--- config.mk ---
export PLATFORM = sky130hd
export DESIGN_NAME = vtp_queue
export DESIGN_NICKNAME = d
export VERILOG_FILES = /design/src/rtl/core/vtp_pkg.sv /design/src/rtl/core/vtp_queue.sv
export SDC_FILE = /design/constraint.sdc
export NUM_CORES = 1
export LEC_CHECK = 0
export ABC_AREA = 1
export BUFFER_PORTS_ARGS = -buffer_cell sky130_fd_sc_hd__buf_2
export CAP_MARGIN = 10
export CORE_ASPECT_RATIO = 0.75
export CORE_MARGIN = 2
export CORE_UTILIZATION = 58
export CTS_CLUSTER_SIZE = 8
export DETAILED_ROUTE_END_ITERATION = 10
export PLACE_DENSITY_LB_ADDON = 0.1
export SYNTH_ARGS = -nofsm -noshare
export SYNTH_HDL_FRONTEND = slang
export SYNTH_SLANG_ARGS = --single-unit
export TNS_END_PERCENT = 100
--- constraint.sdc ---
create_clock -name clk -period 5.2 [get_ports clk]
set_input_delay 0.52 -clock clk [delete_from_list [all_inputs] [get_ports clk]]
set_output_delay 0.52 -clock clk [all_outputs]
set_load 0.05 [all_outputs]
--- src/rtl/core/vtp_pkg.sv ---
// Shared types and constants for the vertex transform block.
// No dependencies.
`timescale 1ns / 1ps
package vtp_pkg;
	localparam int FRAC_BITS = 16;
	localparam int NUM_REGS  = 8;
	localparam int IDX_W     = 3;
	localparam int QDEPTH    = 4;
	localparam int QPTR_W    = 2;
	// Dividend width: 32-bit value shifted by FRAC_BITS, magnitude form.
	localparam int DIVN_W    = 32 + FRAC_BITS;
	localparam int PROD_W    = 64;
	localparam int SUM_W     = 66;

	typedef enum logic [IDX_W-1:0] {
		REG_R0C01 = 3'd0, REG_R0C23 = 3'd1, REG_R1C01 = 3'd2, REG_R1C23 = 3'd3,
		REG_R2C01 = 3'd4, REG_R2C23 = 3'd5, REG_R3C01 = 3'd6, REG_R3C23 = 3'd7
	} reg_idx_t;

	// Item handed from the transform front to the divide back.
	typedef struct packed {
		logic              func;
		logic signed [31:0] x;
		logic signed [31:0] y;
		logic signed [31:0] z;
		logic signed [31:0] w;
		logic              sat;
	} xf_item_t;

	typedef struct packed {
		logic signed [31:0] x;
		logic signed [31:0] y;
		logic signed [31:0] z;
		logic signed [31:0] w;
		logic              w_zero;
		logic              saturated;
	} res_item_t;

	function automatic logic signed [31:0] sat32(input logic signed [SUM_W-1:0] v,
	                                             output logic s);
		logic signed [SUM_W-1:0] mx;
		logic signed [SUM_W-1:0] mn;
		mx = SUM_W'(64'sh7FFF_FFFF);
		mn = -SUM_W'(64'sh8000_0000);
		s = 1'b0;
		if (v > mx) begin
			s = 1'b1;
			return 32'sh7FFF_FFFF;
		end else if (v < mn) begin
			s = 1'b1;
			return 32'sh8000_0000;
		end
		return v[31:0];
	endfunction
endpackage

--- src/rtl/core/vtp_queue.sv ---
// Short queue between the transform front and the divide back.
// Depends on vtp_pkg.
`timescale 1ns / 1ps
module vtp_queue (
	input  logic              clk,
	input  logic              arst_n,
	input  logic              push,
	input  vtp_pkg::xf_item_t push_item,
	input  logic              pop,
	output logic              not_empty,
	output logic              almost_full,
	output vtp_pkg::xf_item_t head
);
	vtp_pkg::xf_item_t mem_q [vtp_pkg::QDEPTH];
	logic [vtp_pkg::QPTR_W-1:0] wp_q, rp_q;
	logic [vtp_pkg::QPTR_W:0] cnt_q;

	always_ff @(posedge clk) begin
		if (push) mem_q[wp_q] <= push_item;
	end

	always_ff @(posedge clk or negedge arst_n) begin
		if (!arst_n) begin
			wp_q  <= '0;
			rp_q  <= '0;
			cnt_q <= '0;
		end else begin
			if (push) wp_q <= wp_q + 1'b1;
			if (pop) rp_q <= rp_q + 1'b1;
			cnt_q <= cnt_q + (vtp_pkg::QPTR_W+1)'(push) - (vtp_pkg::QPTR_W+1)'(pop);
		end
	end

	assign not_empty   = (cnt_q != '0);
	assign almost_full = (cnt_q >= (vtp_pkg::QPTR_W+1)'(vtp_pkg::QDEPTH - 1));
	assign head        = mem_q[rp_q];
endmodule

==> tab_implementation.tex <==
\begin{tabular}{lr}
\hline
Metric & Value \\
\hline
\multicolumn{2}{l}{\textbf{Status}} \\
\quad Run status & finished clean \\
\multicolumn{2}{l}{\textbf{Route}} \\
\quad DR iter-0 viols & 1,099 \\
\quad Number of detailed-routing iterations run before antenna repair & 5 \\
\quad Total number of vias & 14,200 \\
\quad Mean number of vias per cell & 4.91 \\
\quad Average wire length per cell after detail routing & 16.4 µm \\
\quad Count of antenna-violating nets left after detailed routing & 0 \\
\quad Final routed wirelength across all metal layers & 47.5 mm \\
\quad Number of design rule violations left after detail routing & 0 \\
\multicolumn{2}{l}{\textbf{Global routing}} \\
\quad Total congestion overflow & 0 \\
\quad Global-route wire length before repair & 74.4 mm \\
\quad Antenna violations before repair & 13 \\
\quad Number of global-route vias before repair & 13,900 \\
\quad Total Routing Usage GR & 24.1\% \\
\quad Largest net degree at the start of global routing & 163 \\
\multicolumn{2}{l}{\textbf{Pwr}} \\
\quad Switching power summed over all nets & 7.68 mW \\
\quad Proportion of power drawn by the clock network & 24.8\% \\
\quad Power density relative to cell area & 674 mW/mm² \\
\quad Part of the total power dissipated in sequential elements & 33.3\% \\
\quad PnR Total Power & 17.5 mW \\
\quad Switching power share of the total & 43.9\% \\
\quad Combinational group share of total power & 42.0\% \\
\quad Leakage power of the design & 12.2 nW \\
\quad Maximum ir drop on the vdd rail & 0.510 mV \\
\quad Internal portion of total power & 9.83 mW \\
\multicolumn{2}{l}{\textbf{Cells and area}} \\
\quad Share of layout cells above drive strength 1 & 15.6\% \\
\quad Final non-filler cell total & 2,893 \\
\quad Area of combinational cells with multiple inputs & 0.00393 mm² \\
\quad Filler cell count & 2,810 \\
\quad Area used by sequential logic in the layout & 0.0158 mm² \\
\quad Area growth from synthesis to layout & 16.7\% \\
\quad Number of nets at the end of the flow & 2,494 \\
\multicolumn{2}{l}{\textbf{Logic synthesis}} \\
\quad Synth Cell Area & 0.0223 mm² \\
\quad Number of synthesized register bits & 527 \\
\quad Count of distinct cell types in the synthesized netlist & 16 \\
\quad Cell taking the most area after synthesis & sky130\_fd\_sc\_hd\_\_edfxtp\_1 \\
\quad Number of cells produced by synthesis & 2,079 \\
\quad Share of the synthesized area in the top cell type & 70.1\% \\
\quad Post-synthesis average cell area & 10.7 µm² \\
\quad Fraction of the yosys area taken by sequential cells & 70.9\% \\
\quad Net count after synthesis & 2,221 \\
\quad YS warnings & 0 \\
\quad Biggest area contributors in the synthesized netlist & sky130\_fd\_sc\_hd\_\_edfxtp\_1 70\%, sky130\_fd\_sc\_hd\_\_nand2\_1 11\%, sky130\_fd\_sc\_hd\_\_inv\_1 9.0\% \\
\multicolumn{2}{l}{\textbf{Critical path}} \\
\quad Destination of the worst register-to-register timing path & mem\_q[0][77] \\
\quad WS Path Type & flop to output port \\
\quad Cell with the largest stage delay on the worst path & sky130\_fd\_sc\_hd\_\_inv\_4 \\
\quad Crit path launch type & flop \\
\quad Minimum setup slack among reg-to-reg paths & 2840 ps \\
\quad Critical-path maximum fanout & 69 \\
\quad Endpoint required time on the critical path & 4680 ps \\
\quad Delay of the slowest cell on the worst path & 710 ps \\
\quad Critical Path End Type & output port \\
\quad Startpoint of the worst register-to-register path & wp\_q[0] \\
\quad Critical path arrival & 3020 ps \\
\quad Sequence of cells on the critical path & inv\_4 -> buf\_4 -> nand3\_1 -> nand2\_1 -> buf\_2 \\
\quad Cell count of the worst reg-to-reg path & 5 \\
\multicolumn{2}{l}{\textbf{Job}} \\
\quad Max-Cap Viols & 0 \\
\multicolumn{2}{l}{\textbf{CTS}} \\
\quad H-Tree Depth & 3 \\
\quad Clk sinks & 527 \\
\quad Number of buffers created by CTS & 75 \\
\quad Root Buffer Master & sky130\_fd\_sc\_hd\_\_clkbuf\_16 \\
\quad Clock latency on the worst-skew pair & 570 ps \\
\quad TritonCTS clock tree & yes \\
\quad Clock slew seen by the registers of the worst setup and hold paths & 50 ps \\
\quad Number of setup buffers added after CTS & 0 \\
\quad Maximum buffer depth of the clock tree & 3 \\
\multicolumn{2}{l}{\textbf{STA}} \\
\quad Final number of max-transition violations & 0 \\
\quad Final-layout setup total negative slack & 0 ps \\
\quad Worst relative slew slack & 39.7\% \\
\quad Final setup viols & 0 \\
\quad Min Clock Period, post-route & 3540 ps \\
\quad Slew at the pin with the worst max-slew slack & 905 ps \\
\quad Fraction of the cycle the final worst path needs & 68.1\% \\
\quad Largest clock skew in the final design & 9.40 ps \\
\quad Count of endpoints failing hold in the final timing report & 0 \\
\quad RSZ-0062 raised after global routing & false \\
\quad Maximum clock frequency & 0.282 GHz \\
\multicolumn{2}{l}{\textbf{Floorplan}} \\
\quad Core footprint & 0.0381 mm² \\
\quad Width of the chip & 230 µm \\
\quad Rows & 62 \\
\quad Overall die area & 0.0400 mm² \\
\quad Initial core utilization & 58.5\% \\
\quad Die H & 174 µm \\
\quad I/O pin count & 266 \\
\multicolumn{2}{l}{\textbf{Hold path}} \\
\quad Class of the tightest hold or removal check & input pin to flop \\
\quad Startpoint of the tightest hold check path & push\_item[42] \\
\quad Endpoint with the worst hold slack & mem\_q[3][42] \\
\quad Cell count of the worst hold path & 1 \\
\multicolumn{2}{l}{\textbf{Placed design}} \\
\quad Number of instances in the placed design & 2,786 \\
\quad Number of buffers added on ports & 265 \\
\quad HPWL after DPL & 27.4 mm \\
\quad Final RePlAce weighted congestion & 0.858 \\
\hline
\end{tabular}
-- worst max-delay path: cells and delay by family, from the launching register on --
kind | cells | cell delay (ps)
buffers and inverters | 3 | 1480
flip-flops | 1 | 620
AND/OR/NAND/NOR | 2 | 250
-- cell usage in the layout (no fill, tap or decap) --
master                          synthesis  layout
sky130_fd_sc_hd__buf_12                 0       2
sky130_fd_sc_hd__buf_2                 51     265
sky130_fd_sc_hd__buf_4                  2      15
sky130_fd_sc_hd__clkbuf_1              14      15
sky130_fd_sc_hd__clkbuf_16              0      81
sky130_fd_sc_hd__dfrtp_1                7       5
sky130_fd_sc_hd__dfrtp_4                0       2
sky130_fd_sc_hd__diode_2                0      10
sky130_fd_sc_hd__dlygate4sd3_1          0       1
sky130_fd_sc_hd__edfxtp_1             520     520
sky130_fd_sc_hd__fa_1                   1       1
sky130_fd_sc_hd__ha_1                   7       7
sky130_fd_sc_hd__inv_1                531     527
sky130_fd_sc_hd__inv_4                  0       1
sky130_fd_sc_hd__inv_6                  0       5
sky130_fd_sc_hd__nand2_1              656     656
sky130_fd_sc_hd__nand3_1              261     261
sky130_fd_sc_hd__nor2_1                 1       1
sky130_fd_sc_hd__o21ai_0                1       1
sky130_fd_sc_hd__o21ai_1                1       1
sky130_fd_sc_hd__xor2_1                 4       4
-- per-stage QoR --
stage	worst slack (ps)	area, µm²	hold slack (ps)	util (%)
final	1660	26000	161	68.2
after global routing	1490	26000	140	68.2
after CTS	1650	26000	124	68.2
after detailed placement	2300	23900	371	62.7
after global placement	2330	23900	370	62.7
after floorplan	1390	22300	224	-
-- final cells by class --
cell class | count | share of cell area [%]
antenna | 10 | 0.0963
timing repair buffer | 283 | 5.73
clock buffer | 96 | 8.02
inverter | 533 | 7.80
multi-input combinational | 932 | 15.1
sequential | 527 | 60.8
tap | 512 | 2.46
-- Yosys cell counts (all sizes together) --
cell / count
clkbuf: 14
o21ai: 2
xor2: 4
nand3: 261
nand2: 656
fa: 1
edfxtp: 520
inv: 533
ha: 7
buf: 73
dfrtp: 7
nor2: 1
-- power groups by stage --
stage	clock network [mW]	registers, mW	logic [mW]
6_report	4.33	5.82	7.35
5_1_grt	4.61	5.88	7.92
4_1_cts	4.42	5.83	7.42
3_5_place_dp	0	5.90	7.39
3_3_place_gp	0	5.87	7.34
2_1_floorplan	0	5.86	5.74
-- metal layers --
layer | vias up | track usage, % | share of wire (%) | wire length, µm
met1 | 6670 | 32.5 | 43 | 20300
li1 | 7027 | - | - | -
met5 | - | 0 | 0.11 | 53
met4 | 8 | 10.1 | 3.1 | 1460
met2 | 404 | 38.2 | 48 | 22600
met3 | 97 | 5.56 | 6.5 | 3080
-- what timing repair did --
item,4_1_cts,5_1_grt
gates resized for setup,0,0
hold buffers,1,0
hold endpoints to repair,7,0
-- worst max path at each step --
stage / from / endpoint / cells after the start
3_3_place_gp: rp_q[1] / head[123] / 5
2_1_floorplan: push / mem_q[0][0] / 3
6_report: rp_q[1] / head[123] / 5
5_1_grt: rp_q[0] / head[99] / 6
3_5_place_dp: rp_q[0] / head[29] / 6
4_1_cts: rp_q[1] / head[123] / 5
-- flip-flops by register name (all words and copies together) (netlist names) --
signal  cells
rp_q        2
wp_q        2
cnt_q       3
mem_q     520
-- cell families after synthesis --
kind of cell / after synthesis / synth area share (%)
simple gates: 918 / 16.9
flops: 527 / 70.9
xor+xnor: 4 / 0.157
buf+inv: 620 / 11.4
fa+ha+maj: 8 / 0.483
compound gates: 2 / 0.0449
Note: power is estimated with default switching activity, not from simulation.
